==> config.mk <==
export PLATFORM = sky130hd
export DESIGN_NAME = string_hash_index_engine_top
export DESIGN_NICKNAME = d
export VERILOG_FILES = /design/src/rtl/shie_pkg.sv /design/src/rtl/shie_byte_unit.sv /design/src/rtl/shie_mod_unit.sv /design/src/rtl/string_hash_index_engine_top.sv
export SDC_FILE = /design/constraint.sdc
export NUM_CORES = 1
export LEC_CHECK = 0
export BUFFER_PORTS_ARGS = -buffer_cell sky130_fd_sc_hd__buf_2
export CORE_UTILIZATION = 57
export CTS_BUF_LIST = sky130_fd_sc_hd__clkbuf_8 sky130_fd_sc_hd__clkbuf_16
export DETAILED_ROUTE_END_ITERATION = 16
export PLACE_DENSITY = 0.78
export SKIP_LAST_GASP = 1
export SLEW_MARGIN = 20
export SYNTH_ARGS = -nofsm -noshare
export SYNTH_HDL_FRONTEND = slang
export SYNTH_SLANG_ARGS = --single-unit
==> constraint.sdc <==
create_clock -name aclk -period 4.9 [get_ports aclk]
set_clock_uncertainty 0.2 [all_clocks]
set_input_delay 0 -clock aclk [delete_from_list [all_inputs] [get_ports aclk]]
set_output_delay 0 -clock aclk [all_outputs]
set_load 0.01 [all_outputs]
==> src/rtl/shie_pkg.sv <==
// Package for the string hash index engine.
// Holds field widths, hash mode codes, register indexes and reset values.
// No dependencies.
package shie_pkg;

    localparam int KEY_W    = 7;
    localparam int HASH_W   = 64;
    localparam int SLOT_W   = 16;
    localparam int MODE_W   = 2;
    localparam int CFG_IDX_W = 1;
    localparam int CFG_DATA_W = 16;
    localparam int REM_CNT_W = $clog2(HASH_W);

    typedef logic [MODE_W-1:0]    mode_t;
    typedef logic [HASH_W-1:0]    hash_t;
    typedef logic [SLOT_W-1:0]    slot_t;
    typedef logic [CFG_IDX_W-1:0] cfg_idx_t;

    // hash modes; the unused code hashes as the polynomial mode
    localparam mode_t MODE_POLY = 2'd0;
    localparam mode_t MODE_FOLD = 2'd1;
    localparam mode_t MODE_DJB  = 2'd2;

    // configuration register indexes
    localparam cfg_idx_t CFG_HASH_MODE     = 1'b0;
    localparam cfg_idx_t CFG_INDEX_MODULUS = 1'b1;

    localparam mode_t HASH_MODE_RST     = MODE_POLY;
    localparam slot_t INDEX_MODULUS_RST = 16'd100;

    localparam hash_t DJB_SEED = 64'd5381;

    typedef enum logic [2:0] {
        ST_IDLE = 3'b001,
        ST_MOD  = 3'b010,
        ST_HOLD = 3'b100
    } state_t;

endpackage

==> src/rtl/shie_byte_unit.sv <==
// Per-byte hash update: polynomial x31, djb2 x33 and chunked xor fold.
// Depends on shie_pkg. Purely combinational; state lives in the top level.
module shie_byte_unit
    import shie_pkg::*;
#(
    parameter int FOLD_CHUNK_BYTES = 3,
    parameter int CHUNK_W = 8 * FOLD_CHUNK_BYTES,
    parameter int FILL_W  = $clog2(FOLD_CHUNK_BYTES + 1)
) (
    input  mode_t              hash_mode,
    input  logic [KEY_W-1:0]   key_byte,
    input  logic               last_byte,
    input  logic               at_key_start,
    input  hash_t              hash_in,
    input  logic [CHUNK_W-1:0] chunk_in,
    input  logic [FILL_W-1:0]  fill_in,
    output hash_t              hash_out,
    output logic [CHUNK_W-1:0] chunk_out,
    output logic [FILL_W-1:0]  fill_out
);

    hash_t              hash_base;
    logic [CHUNK_W-1:0] chunk_base;
    logic [FILL_W-1:0]  fill_base;
    logic [CHUNK_W-1:0] chunk_shift;
    logic [FILL_W-1:0]  fill_inc;
    hash_t              byte_ext;

    always_comb begin
        // a new key starts from the seed of the current mode
        if (at_key_start) begin
            hash_base  = (hash_mode == MODE_DJB) ? DJB_SEED : '0;
            chunk_base = '0;
            fill_base  = '0;
        end else begin
            hash_base  = hash_in;
            chunk_base = chunk_in;
            fill_base  = fill_in;
        end

        byte_ext    = HASH_W'(key_byte);
        chunk_shift = (chunk_base << 8) | CHUNK_W'(key_byte);
        fill_inc    = fill_base + FILL_W'(1);

        hash_out  = hash_base;
        chunk_out = chunk_base;
        fill_out  = fill_base;

        case (hash_mode)
            MODE_FOLD: begin
                // full chunk, or a partial one closing the key, goes into the hash
                if (fill_inc >= FILL_W'(FOLD_CHUNK_BYTES) || last_byte) begin
                    hash_out  = hash_base ^ HASH_W'(chunk_shift);
                    chunk_out = '0;
                    fill_out  = '0;
                end else begin
                    chunk_out = chunk_shift;
                    fill_out  = fill_inc;
                end
            end
            MODE_DJB: begin
                hash_out = (hash_base << 5) + hash_base + byte_ext;
            end
            default: begin
                hash_out = (hash_base << 5) - hash_base + byte_ext;
            end
        endcase
    end

endmodule

==> src/rtl/shie_mod_unit.sv <==
// Iterative 64-bit by 16-bit remainder: restoring shift-subtract, one bit a cycle.
// Depends on shie_pkg. Start pulse loads the dividend, done pulses after 64 steps.
module shie_mod_unit
    import shie_pkg::*;
(
    input  logic  aclk,
    input  logic  aresetn,
    input  logic  start,
    input  hash_t dividend,
    input  slot_t modulus,
    output logic  done,
    output slot_t remainder
);

    logic                 busy_reg, busy_next;
    logic                 done_reg, done_next;
    logic [REM_CNT_W-1:0] cnt_reg, cnt_next;
    hash_t                div_reg, div_next;
    slot_t                rem_reg, rem_next;
    slot_t                mod_reg, mod_next;
    logic [SLOT_W:0]      trial;

    always_comb begin
        busy_next = busy_reg;
        done_next = 1'b0;
        cnt_next  = cnt_reg;
        div_next  = div_reg;
        rem_next  = rem_reg;
        mod_next  = mod_reg;
        trial     = {rem_reg, div_reg[HASH_W-1]};

        if (start) begin
            busy_next = 1'b1;
            cnt_next  = '0;
            div_next  = dividend;
            rem_next  = '0;
            mod_next  = modulus;
        end else if (busy_reg) begin
            // remainder stays below the modulus, so one subtract restores it
            if (trial >= {1'b0, mod_reg}) begin
                rem_next = SLOT_W'(trial - {1'b0, mod_reg});
            end else begin
                rem_next = trial[SLOT_W-1:0];
            end
            div_next = div_reg << 1;
            cnt_next = cnt_reg + REM_CNT_W'(1);
            if (cnt_reg == REM_CNT_W'(HASH_W - 1)) begin
                busy_next = 1'b0;
                done_next = 1'b1;
            end
        end
    end

    always_ff @(posedge aclk) begin
        if (!aresetn) begin
            busy_reg <= 1'b0;
            done_reg <= 1'b0;
            cnt_reg  <= '0;
        end else begin
            busy_reg <= busy_next;
            done_reg <= done_next;
            cnt_reg  <= cnt_next;
        end
        div_reg <= div_next;
        rem_reg <= rem_next;
        mod_reg <= mod_next;
    end

    assign done      = done_reg;
    assign remainder = rem_reg;

    a_start_idle: assert property (@(posedge aclk) disable iff (!aresetn)
        start |-> !busy_reg)
        else $error("remainder unit restarted while busy");

    a_done_after_busy: assert property (@(posedge aclk) disable iff (!aresetn)
        done_reg |-> $past(busy_reg) && !busy_reg)
        else $error("done without a finished run");

endmodule

==> src/rtl/string_hash_index_engine_top.sv <==
// String hash index engine. Key bytes stream in one per beat with tlast on the final
// byte. A final byte starts the single shift-subtract remainder unit; the result beat
// (hash and slot index) is loaded into the output register when the remainder is done
// and that register is free. The input is not ready from the final byte until the
// result is loaded; a result that finds the output register still full holds it longer.
// Once loaded, the next key may be taken while the result waits.
// Depends on shie_pkg, shie_byte_unit and shie_mod_unit.
module string_hash_index_engine_top
    import shie_pkg::*;
#(
    parameter int FOLD_CHUNK_BYTES = 3
) (
    input  logic                  aclk,
    input  logic                  aresetn,
    // configuration writes
    input  logic                  cfg_valid,
    output logic                  cfg_ready,
    input  logic [CFG_IDX_W-1:0]  cfg_index,
    input  logic [CFG_DATA_W-1:0] cfg_data,
    // key bytes
    input  logic                  s_tvalid,
    output logic                  s_tready,
    input  logic [7:0]            s_tdata,   // [6:0] key_byte, [7] zero
    input  logic                  s_tlast,   // last_byte
    // results
    output logic                  m_tvalid,
    input  logic                  m_tready,
    output logic [79:0]           m_tdata    // [63:0] hash_value, [79:64] slot_index
);

    localparam int CHUNK_W = 8 * FOLD_CHUNK_BYTES;
    localparam int FILL_W  = $clog2(FOLD_CHUNK_BYTES + 1);

    state_t             state_reg, state_next;
    mode_t              hash_mode_reg;
    slot_t              index_modulus_reg;
    hash_t              hash_reg;
    logic [CHUNK_W-1:0] chunk_reg;
    logic [FILL_W-1:0]  fill_reg;
    logic               at_key_start_reg;
    logic               m_valid_reg;
    hash_t              out_hash_reg;
    slot_t              out_slot_reg;

    hash_t              hash_upd;
    logic [CHUNK_W-1:0] chunk_upd;
    logic [FILL_W-1:0]  fill_upd;
    logic               in_beat;
    logic               mod_start;
    logic               mod_done;
    slot_t              mod_rem;
    logic               out_free;
    logic               out_load;

    assign cfg_ready = 1'b1;
    assign s_tready  = (state_reg == ST_IDLE);
    assign in_beat   = s_tvalid && s_tready;
    assign mod_start = in_beat && s_tlast;
    assign out_free  = !m_valid_reg || m_tready;
    assign out_load  = out_free && ((state_reg == ST_MOD && mod_done) || state_reg == ST_HOLD);

    shie_byte_unit #(
        .FOLD_CHUNK_BYTES (FOLD_CHUNK_BYTES)
    ) u_byte (
        .hash_mode    (hash_mode_reg),
        .key_byte     (s_tdata[KEY_W-1:0]),
        .last_byte    (s_tlast),
        .at_key_start (at_key_start_reg),
        .hash_in      (hash_reg),
        .chunk_in     (chunk_reg),
        .fill_in      (fill_reg),
        .hash_out     (hash_upd),
        .chunk_out    (chunk_upd),
        .fill_out     (fill_upd)
    );

    shie_mod_unit u_mod (
        .aclk      (aclk),
        .aresetn   (aresetn),
        .start     (mod_start),
        .dividend  (hash_upd),
        .modulus   (index_modulus_reg),
        .done      (mod_done),
        .remainder (mod_rem)
    );

    always_comb begin
        state_next = state_reg;
        case (state_reg)
            ST_IDLE: begin
                if (mod_start) begin
                    state_next = ST_MOD;
                end
            end
            ST_MOD: begin
                if (mod_done) begin
                    state_next = out_free ? ST_IDLE : ST_HOLD;
                end
            end
            ST_HOLD: begin
                if (out_free) begin
                    state_next = ST_IDLE;
                end
            end
            default: state_next = ST_IDLE;
        endcase
    end

    always_ff @(posedge aclk) begin
        if (!aresetn) begin
            state_reg         <= ST_IDLE;
            hash_mode_reg     <= HASH_MODE_RST;
            index_modulus_reg <= INDEX_MODULUS_RST;
            hash_reg          <= '0;
            chunk_reg         <= '0;
            fill_reg          <= '0;
            at_key_start_reg  <= 1'b1;
            m_valid_reg       <= 1'b0;
        end else begin
            state_reg <= state_next;
            if (cfg_valid && cfg_ready) begin
                case (cfg_index)
                    CFG_HASH_MODE:     hash_mode_reg     <= cfg_data[MODE_W-1:0];
                    CFG_INDEX_MODULUS: index_modulus_reg <= cfg_data[SLOT_W-1:0];
                    default: ;
                endcase
            end
            if (in_beat) begin
                hash_reg         <= hash_upd;
                chunk_reg        <= chunk_upd;
                fill_reg         <= fill_upd;
                at_key_start_reg <= s_tlast;
            end
            if (out_load) begin
                m_valid_reg <= 1'b1;
            end else if (m_tready) begin
                m_valid_reg <= 1'b0;
            end
        end
        // hash_reg holds the finished key until the result is loaded
        if (out_load) begin
            out_hash_reg <= hash_reg;
            out_slot_reg <= (index_modulus_reg == '0) ? '0 : mod_rem;
        end
    end

    assign m_tvalid = m_valid_reg;
    assign m_tdata  = {out_slot_reg, out_hash_reg};

    a_last_starts_mod: assert property (@(posedge aclk) disable iff (!aresetn)
        mod_start |=> state_reg == ST_MOD)
        else $error("final byte did not start the remainder");

    a_done_only_in_mod: assert property (@(posedge aclk) disable iff (!aresetn)
        mod_done |-> state_reg == ST_MOD)
        else $error("remainder finished outside its state");

    a_key_closed_while_busy: assert property (@(posedge aclk) disable iff (!aresetn)
        state_reg != ST_IDLE |-> at_key_start_reg)
        else $error("key still open while reducing");

    a_slot_in_range: assert property (@(posedge aclk) disable iff (!aresetn)
        (out_load && index_modulus_reg != '0) |=>
            m_tdata[79:64] < $past(index_modulus_reg))
        else $error("slot index not below the modulus");

endmodule

### Word-level counts from Yosys, hierarchy flattened

Cells that the tools add are included.
W data, S select, Z words.

* muxes and demuxes: 24
* order comparisons: 2
* reductions and logical operators: 16
* add/sub/neg operators: 7
* eq/ne operators: 9
* bitwise logic cells: 5

Operators with widths (count)
* $mux W64: 4
* $add A64 B7 Y64: 2
* $pmux W64 S2: 1
* $add A64 B64 Y64: 1
* $mux W16: 4
* $sub A64 B64 Y64: 1
* $xor A64 B24 Y64: 1
* $or A24 B7 Y24: 1
* $ge A17 B16 Y1: 1
* $logic_not A16 Y1: 1
* $sub A16 B16 Y16: 1
* $mux W13: 1
* $mux W3: 4
* $pmux W3 S3: 1
* $add A6 B1 Y6 const B: 1
* $eq A6 B6 Y1 const B: 1
* $mux W1: 6
* $mux W2: 3
* $logic_and A1 B1 Y1: 4
* $ne A2 B1 Y1 const B: 2
* $reduce_and A2 Y1: 2
* $reduce_bool A2 Y1: 2
* $eq A3 B1 Y1 const B: 1
* $eq A3 B2 Y1 const B: 1
* other kinds (12): 16

* bits of input ports: 31
* register bits: 289
* logic and storage cells: 79

### Logic depth before layout (Yosys ltp)

Gate-level depths: netlist of the first run.

* word-level depth: 7
* mapped depth: 21
* gate-level depth less buffers: 20

### Hierarchy

A second synthesis of the first run with hierarchy kept.

* cell total of the unflattened synthesis: 2770
* area, all modules: 23679.0 um^2

Modules (own cells, without submodules)
* shie_byte_unit: area each 11756.3 um^2, times used 1, cells an instance 1759
* string_hash_index_engine_top: area each 6795.3 um^2, times used 1, cells an instance 601
* shie_mod_unit: area each 5127.4 um^2, times used 1, cells an instance 410

### Worst setup path after synthesis of the first run

No wires, ideal clock.

* path kind: register to register
* from: register state_reg[2]
* to: register out_hash_reg[0] (enable)
* data required time: 4172 ps
* stages on the path, launching flop included: 4
* setup time: 528 ps
* path slack: -34 ps
* buffers on the path: 0
* arrival: 4206 ps
* cell sequence: dfxtp_1 -> nand3b_1 -> a21oi_1 -> nor2b_1

* word-level cells in the longest chain between the ends: 4
* elaborated cells between the ends (all ways): 5
* those cells by class: eq/ne (2); reduce/logical (3)

RTL lines
* from (decl): RTL line string_hash_index_engine_top.sv:34 `state_t state_reg, state_next;`
* from (signal assigned): RTL line string_hash_index_engine_top.sv:120 `state_reg <= state_next;`
* $eq A3 B2 Y1: RTL line string_hash_index_engine_top.sv:60 `assign out_load = out_free && ((state_reg == ST_MOD && mod_done) || state_reg == ST_HOLD);`
* $logic_and A1 B1 Y1: RTL line string_hash_index_engine_top.sv:60
* $logic_or A1 B1 Y1 *: RTL line string_hash_index_engine_top.sv:60
* $logic_and A1 B1 Y1 *: RTL line string_hash_index_engine_top.sv:60
* via out_load: RTL line string_hash_index_engine_top.sv:53 `logic out_load;`
* to (signal assigned): RTL line string_hash_index_engine_top.sv:142 `out_hash_reg <= hash_reg;`
* to (decl): RTL line string_hash_index_engine_top.sv:42 `hash_t out_hash_reg;`

Mark *: on every way through the listed nets, which the timed path passes. The rest lies on a longest branch.
A chain may end at the register's enable or synchronous reset.

### Final worst setup path of the first run

* from: register hash_mode_reg[0]
* to: register u_mod.div_reg[28] (data pin)

* word-level cells in the longest chain between the ends: 7
* elaborated cells between the ends (all ways): 10
* those cells by class: add/sub (4); eq/ne (2); mux (4)

RTL lines
* from (decl): RTL line string_hash_index_engine_top.sv:35 `mode_t hash_mode_reg;`
* from (signal assigned): RTL line string_hash_index_engine_top.sv:123 `CFG_HASH_MODE: hash_mode_reg <= cfg_data[MODE_W-1:0];`
* $eq A2 B2 Y1: RTL line shie_byte_unit.sv:32, shie_byte_unit.sv:49
* $mux W13: RTL line shie_byte_unit.sv:32 `hash_base = (hash_mode == MODE_DJB) ? DJB_SEED : '0;`
* $mux W64: RTL line shie_byte_unit.sv:31 `if (at_key_start) begin`
* $sub A64 B64 Y64 or $add A64 B64 Y64 (tied branches): RTL line shie_byte_unit.sv:65, shie_byte_unit.sv:62
* $add A64 B7 Y64 (on tied branches): RTL line shie_byte_unit.sv:65, shie_byte_unit.sv:62
* $pmux W64 S2 *: RTL line shie_byte_unit.sv:49 `case (hash_mode)`
* $mux W64 *: RTL line shie_mod_unit.sv:32 `if (start) begin`
* via u_mod.div_next[28]: RTL line shie_mod_unit.sv:18 `hash_t div_reg, div_next;`
* to (signal assigned): RTL line shie_mod_unit.sv:64 `div_reg <= div_next;`
* to (decl): RTL line shie_mod_unit.sv:18

Marked as above.

==> results of run 1 <==
==> routing by layer <==
layer / GRT usage, % / vias to the layer above
met2: 61.40 / 1249
met1: 50.94 / 10700
met3: 7.817 / 246
met4: 17.32 / 0
met5: 0 / -
li1: - / 10340
==> stage by stage <==
step | hold WS [ps] | instances
4_1_cts | 52.73 | 3510
5_1_grt | 98.51 | 3516
6_report | 99.03 | 3516
3_3_place_gp | 21.87 | 3379
3_5_place_dp | 28.55 | 3379
2_1_floorplan | -75.85 | 2770
==> final cells by class <==
type / count / area share [%]
diodes: 2 / 0.01880
repair buffers: 307 / 8.629
clock buffers: 41 / 3.643
well taps: 525 / 2.468
flip-flops and latches: 289 / 27.75
inverters: 198 / 2.801
multi-input cells: 2131 / 53.97
clock inverters: 23 / 0.7238
==> cells in the mapped netlist, types with 23 or more instances <==
cell	n
a211oi_1	30
a21o_1	42
a21oi_1	298
a221oi_1	25
and2_1	30
buf_2	23
clkbuf_1	111
dfxtp_1	129
edfxtp_1	160
ha_1	270
inv_1	196
mux2i_1	26
nand2_1	348
nand3_1	43
nand4_1	64
nor2_1	185
nor2b_1	23
nor3_1	45
o21ai_0	222
o21bai_1	34
xnor2_1	91
xor2_1	43
==> power breakdown <==
part | leakage [uW] | internal (uW) | switching, uW
logic | 0.00918 | 1740 | 2620
registers | 0.00256 | 2850 | 204
clock network | 0.000595 | 1490 | 1160
total | 0.0123 | 6080 | 3980
==> kinds of logic after synthesis <==
logic type | Yosys count | share of synthesized area [%]
adders and majority gates | 277 | 15.29
buffers and inverters | 350 | 5.928
xor gates and xnor gates | 134 | 5.101
muxes | 31 | 1.376
DFF | 289 | 32.11
and+or+nand+nor | 832 | 16.83
AOI/OAI and AO/OA | 856 | 23.35
other | 1 | 0.01630
==> how the worst max path moves through the flow <==
stage | startpoint | endpoint | cells after the start
2_1_floorplan | hash_mode_reg[0] | u_mod.div_reg[30] | 17
3_3_place_gp | hash_mode_reg[0] | u_mod.div_reg[37] | 21
3_5_place_dp | hash_mode_reg[0] | u_mod.div_reg[59] | 20
4_1_cts | hash_mode_reg[0] | u_mod.div_reg[55] | 18
5_1_grt | hash_mode_reg[0] | u_mod.div_reg[37] | 21
6_report | hash_mode_reg[0] | u_mod.div_reg[28] | 19
==> worst register-to-register path: cells and delay by family (launching register included) <==
kind	cells	cell delay [ps]
and+or+nand+nor	3	440
AOI/OAI and AO/OA	8	1810
xor gates and xnor gates	1	160
DFF	1	340
adders and majority gates	3	1030
buffers and inverters	4	490
==> cell usage in the layout (no fill, tap or decap), drive strengths merged, types with 23 or more instances in the layout <==
master,instances
edfxtp,160
a21o,42
xor2,43
a21oi,306
a211oi,33
a221oi,26
ha,270
mux2i,26
nand4,65
nand3,43
clkbuf,41
dlygate4sd3,67
buf,240
nor3,46
o21bai,34
o21ai,241
xnor2,91
and2,31
inv,208
nor2b,23
nand2,348
dfxtp,129
nor2,186
==> timing repair <==
item | CTS | global route
endpoints found under the setup margin | 2 | 51
hold buffers | 67 | 0
endpoints found under the hold margin | 109 | 0
pin swaps | 0 | 6
gates resized for setup | 1 | 21
buffers inserted | 0 | 2
==> out/results.tsv, run 1 <==
stage	metric	value	unit
critical_path	critical-path-top-cell-by-count	o21ai_0	
global_route	initial_antenna_violation_count	2	
floorplanning	die-area	41170	sq um
timing	timing.final.setup_violations	0	
synth	synth_top_cell_area_share	20.88	%
placed_design	detailedPlace.worstSlack	24.60	ps
global_route	overflow	0	
layout	area_used_by_multi_input_combinational_logic	14370	sq um
cts	cts_num_sinks	289	
cts	tritoncts_clock_tree	done	
route	drc_errors	0	
route	routedWlPerCell	23.06	microns
global_route	vias_in_the_first_global_route	21370	
synth	synth.distinct_cells	102	
global_route	grt_first_pass_wirelength	122800	microns
critical_path	cp_data_required_time	4990	ps
floorplanning	core_area	39730	sq um
timing	fmax	0.2091	GHz
synth	synth_seq_cells	289	
layout	layout.area.seq	7387	sq um
placed_design	dpl-instance-area	24630	sq um
cts	clk_root_buffer_cell	clkbuf_16	
route	antenna_violating_nets_post_route	0	
min_path	hold_path_depth	4	
route	drt_pass1_iterations	8	
timing	setup_ws	118.1	ps
cts	clk_latency	580	ps
critical_path	critical-path-slowest-cell	fa_1	
route	route.final.wire_length	81070	microns
flow_run	number_of_max_cap_violations	0	
cts	cts.htree.levels	2	
global_route	grt_start_max_net_pins	103	
cts	cts-root-to-sink-buffers	3	
synth	synthTopCellsByArea	edfxtp_1 (21%), ha_1 (15%), dfxtp_1 (11%)	
timing	post_route_setup_tns	0	ps
critical_path	r2r_slack	120	ps
route	via_per_inst	6.409	
timing	finalHoldViolCount	0	
run_status	outcome	complete, no violations	
route	detailroute.wirelength.met2	36410	microns
synth	post_synth_instance_area	23010	sq um
min_path	timing.hold.worst.start	s_tdata[0]	
synth	syn_area_per_cell	8.305	sq um
timing	worst_max_slew_pin_slew	1190	ps
min_path	hold_path.class	input port to flip-flop	
placed_design	hpwl	58120	microns
power	irDropWorstVdd	0.0002928	V
timing	finalWorstPathRequiredPeriod	4782	ps
critical_path	crit-reg2reg-capture	u_mod.div_reg[28]	
synth	synthDominantAreaCellType	edfxtp_1	
layout	post_route_cells_drive_above_1_share	12.51	%
floorplanning	rows	73	
synth	async_set_or_reset_flop_fraction_in_the_synthesized_netlist	0	%
timing	fin_crit_sh	97.59	%
critical_path	worstPathCellList	inv_1 > ha_2 > clkinv_1 > nor2_2 > a21oi_2 > fa_1 > ha_1 > nor2_1 > and4b_1 > o21ai_1 > a21oi_4 > buf_4 > a21o_1 > a21oi_1 > o21ai_0 > xor2_1 > o21ai_0 > buf_4 > o21ai_0	
global_route	groute.usage.overall	38.73	%
synth	postSynthCellCount	2770	
floorplanning	top_level_ports	114	
cts	clkSlewWorstSetupHoldPaths	70	ps
critical_path	biggest_cell_delay_along_the_critical_path	500	ps
floorplanning	initial_utilization	57.90	%
route	routed-wl-met3	7848	microns
timing	slew-limit-headroom	20.17	%
critical_path	critical_path_peak_fanout	5	
power	leakagePower	0.01234	uW
synth	register_area_share_after_synthesis	32.11	%
floorplanning	dieWidth	202.9	microns
timing	number_of_pins_with_negative_max_slew_slack_in_the_final_report	0	
critical_path	critical_path.n_buffers_inverters	4	
route	dr_top_layer	met4	
placed_design	gp_congestion	0.9850	
route	detailedRoute.firstIterationViolations	2307	
synth	synth_top_flop_cell	edfxtp_1	
critical_path	worstReg2RegStart	hash_mode_reg[0]	
cts	cts_inserted_buffers	35	
layout	fin_nets	3270	
power	power-per-cell-area	377.9	nW/um^2
critical_path	worst_r2r_path_depth	19	
synth	yosys_warnings	0	
timing	rsz0062_at_grt	true	
power	fin_total_pwr	10060	uW
layout	area_growth_syn_to_fin	15.71	%
critical_path	worstSetupStartpointType	flip-flop	
critical_path	timing.critical_path.max_delay_family	compound AO/OA/AOI/OAI gates	
critical_path	worst_setup_path_end_kind	flip-flop	
layout	final_core_utilization	67.00	%
critical_path	worstSetupPathType	flip-flop to flip-flop	
critical_path	critPathArrivalTime	4870	ps
min_path	whs_endpoint	chunk_reg[0]	
route	routedLengthMet1	33030	microns
route	detailroute.via_count	22530	
synth	synth_nets	3078	
placed_design	port_buffers	111	
layout	fillerInstances	3313	
layout	fin_area	26620	sq um
floorplanning	die_h	202.9	microns
synth	synth_edf_count	160	
Note: power is estimated with default switching activity, not from simulation.
==> inputs of run 2 (changes only) <==
--- a/config.mk
+++ b/config.mk
@@ -9,6 +9,7 @@
 export CORE_UTILIZATION = 57
 export CTS_BUF_LIST = sky130_fd_sc_hd__clkbuf_8 sky130_fd_sc_hd__clkbuf_16
 export DETAILED_ROUTE_END_ITERATION = 16
+export GPL_TIMING_DRIVEN = 0
 export PLACE_DENSITY = 0.78
 export SKIP_LAST_GASP = 1
 export SLEW_MARGIN = 20
==> run 2 against run 1 <==
  * The flow now finishes with violations (negative setup slack)
  * Utilization increased by 1.3 points
  * Hold slack got worse by 39 ps
  * Clock-buffer cell count decreased by 4
  * Power increased by 5.1%
  * Highest routed layer is now met5
  * Fmax decreased by 2.6%
  * Setup slack got worse by 130 ps
  * Largest cell class unchanged
==> out/results.tsv, run 2 (synthesized netlist as in run 1, its figures left out) <==
stage	metric	value	unit
timing	timing.final.setup_violations	1	
layout	area_used_by_multi_input_combinational_logic	14900	sq um
placed_design	gp_congestion	1.022	
critical_path	worst_setup_path_end_kind	flip-flop	
power	irDropWorstVdd	0.0003185	V
power	leakagePower	0.01225	uW
floorplanning	dieWidth	202.9	microns
floorplanning	top_level_ports	114	
critical_path	worstSetupPathType	flip-flop to flip-flop	
cts	cts.htree.levels	2	
cts	cts-root-to-sink-buffers	3	
layout	fin_nets	3310	
cts	cts_num_sinks	289	
timing	worst_max_slew_pin_slew	1267	ps
critical_path	critPathArrivalTime	4990	ps
flow_run	number_of_max_cap_violations	0	
timing	fin_crit_sh	100.2	%
route	via_per_inst	6.629	
min_path	timing.hold.worst.start	cfg_data[13]	
min_path	hold_path.class	input port to flip-flop	
critical_path	cp_data_required_time	4980	ps
placed_design	port_buffers	111	
run_status	failed_checks	negative setup slack	
timing	finalWorstPathRequiredPeriod	4911	ps
layout	final_core_utilization	68.33	%
layout	fillerInstances	3122	
critical_path	worstSetupStartpointType	flip-flop	
route	routedWlPerCell	25.52	microns
floorplanning	initial_utilization	57.90	%
layout	layout_common_cells	nand2_1 (343), a21oi_1 (283), ha_1 (258)	
power	seq_power_share	29.0	%
placed_design	hpwl	66760	microns
timing	finalHoldViolCount	0	
floorplanning	die_h	202.9	microns
critical_path	worstReg2RegStart	hash_mode_reg[0]	
global_route	vias_in_the_first_global_route	22150	
min_path	hold_path_depth	4	
timing	number_of_pins_with_negative_max_slew_slack_in_the_final_report	0	
route	drt_pass1_iterations	7	
floorplanning	rows	73	
power	power.net_switching	4379	uW
power	fraction_of_power_spent_switching_nets	41.41	%
floorplanning	core_area	39730	sq um
timing	setup_ws	-11.23	ps
timing	post_route_setup_tns	-11.23	ps
cts	clk_latency	580	ps
run_status	outcome	finished with violations	
global_route	grt_start_max_net_pins	50	
timing	fmax	0.2036	GHz
route	drc_errors	0	
global_route	groute.usage.overall	42.59	%
cts	tritoncts_clock_tree	done	
cts	clk_root_buffer_cell	clkbuf_16	
critical_path	critical_path_peak_fanout	10	
route	detailroute.via_count	23570	
route	detailedRoute.firstIterationViolations	3161	
power	power.clock.fraction	26.8	%
min_path	whs_endpoint	index_modulus_reg[13]	
power	power-per-cell-area	389.5	nW/um^2
critical_path	r2r_slack	-10	ps
cts	clkSlewWorstSetupHoldPaths	70	ps
layout	layout.area.seq	7392	sq um
layout	area_growth_syn_to_fin	18.00	%
critical_path	worst_r2r_path_depth	21	
global_route	grt_first_pass_wirelength	132200	microns
global_route	overflow	0	
route	route.final.wire_length	90740	microns
power	fin_total_pwr	10580	uW
power	pint	6196	uW
floorplanning	die-area	41170	sq um
layout	layout.cells.most_common	nand2_1	
global_route	initial_antenna_violation_count	1	
timing	rsz0062_at_grt	true	
timing	slew-limit-headroom	15.51	%
power	comb_power_share	44.1	%
route	antenna_violating_nets_post_route	0	
critical_path	crit-reg2reg-capture	u_mod.div_reg[45]	
cts	cts_inserted_buffers	35	
layout	post_route_cells_drive_above_1_share	13.47	%
## run 2: cell count changes in the layout (fill, tap and decap cells not counted), moves of 9 or more
| cell | before | now |
|---|---|---|
| clkbuf_1 | 0 | 98 |
| buf_4 | 122 | 37 |
| buf_2 | 111 | 133 |
| dlygate4sd3_1 | 67 | 48 |
| inv_1 | 201 | 184 |
| a21oi_1 | 295 | 283 |
| inv_2 | 2 | 13 |
| ha_1 | 268 | 258 |
| buf_1 | 0 | 9 |
## run 2: routing by layer
metal	vias to the layer above	part of all wire (%)	GRT usage, %
met5	-	0.013	0
met4	2	6.0	22.07
met3	381	11	10.48
li1	10410	-	-
met2	1622	43	65.20
met1	11150	39	55.57
## run 2: what timing repair did
action,in CTS,in global routing
setup endpoints to repair,122,65
pin swaps,24,38
setup buffers,16,20
hold buffers,48,0
hold endpoints to repair,75,0
gates resized for setup,89,92
## run 2: critical path: stages, from the launching register on
cell and delay (ps):
dfxtp_2 350, inv_1 70, ha_4 180, inv_8 120, nor2_4 50, buf_12 140
a21oi_4 210, inv_1 120, ha_1 210, ha_2 230, fa_2 370, a21o_4 240
a221oi_4 370, nor3_1 140, o211ai_1 210, buf_4 170, a21oi_2 100, or2_4 280
a21oi_1 190, xnor2_1 150, a221oi_2 310, o21ai_0 160
## run 2: how the worst max path moves through the flow
stage	from	end	slack, ps	depth (start not counted)
after floorplan	hash_mode_reg[0]	u_mod.div_reg[30]	420	17
after global placement	at_key_start_reg	u_mod.div_reg[51]	-2460	19
after detailed placement	at_key_start_reg	u_mod.div_reg[51]	-2310	19
after CTS	hash_mode_reg[0]	u_mod.div_reg[59]	-2	20
after global routing	at_key_start_reg	u_mod.div_reg[60]	-40	18
final	hash_mode_reg[0]	u_mod.div_reg[45]	-10	21
## run 2: cell type report
class                      count  area share (%)
antenna                        1        0.009218
buffer                       147           2.659
clock buffer                  37           3.369
clock inverter                27           1.180
inverter                     198           2.793
multi-input combinational   2131           54.88
sequential                   289           27.23
tap                          525           2.420
timing repair buffer         200           5.457
## run 2: power by group through the flow
stage | clock [uW] | sequential (uW) | combinational [uW]
2_1_floorplan | 0 | 2990 | 2800
3_3_place_gp | 0 | 3080 | 3910
3_5_place_dp | 0 | 3090 | 3980
4_1_cts | 2810 | 3040 | 4280
5_1_grt | 2910 | 3080 | 4910
6_report | 2840 | 3070 | 4670
## run 2: metrics by stage
step | worst slack [ps] | std cells | hold slack (ps) | cell area [sq um]
after detailed placement | -2314 | 3411 | 53.79 | 24380
after global routing | -37.09 | 3554 | 76.07 | 27140
final | -11.23 | 3555 | 60.38 | 27150
after CTS | -1.890 | 3537 | 46.04 | 26610
after floorplan | 415.2 | 2770 | -75.85 | 23010
after global placement | -2465 | 3406 | 46.46 | 24220
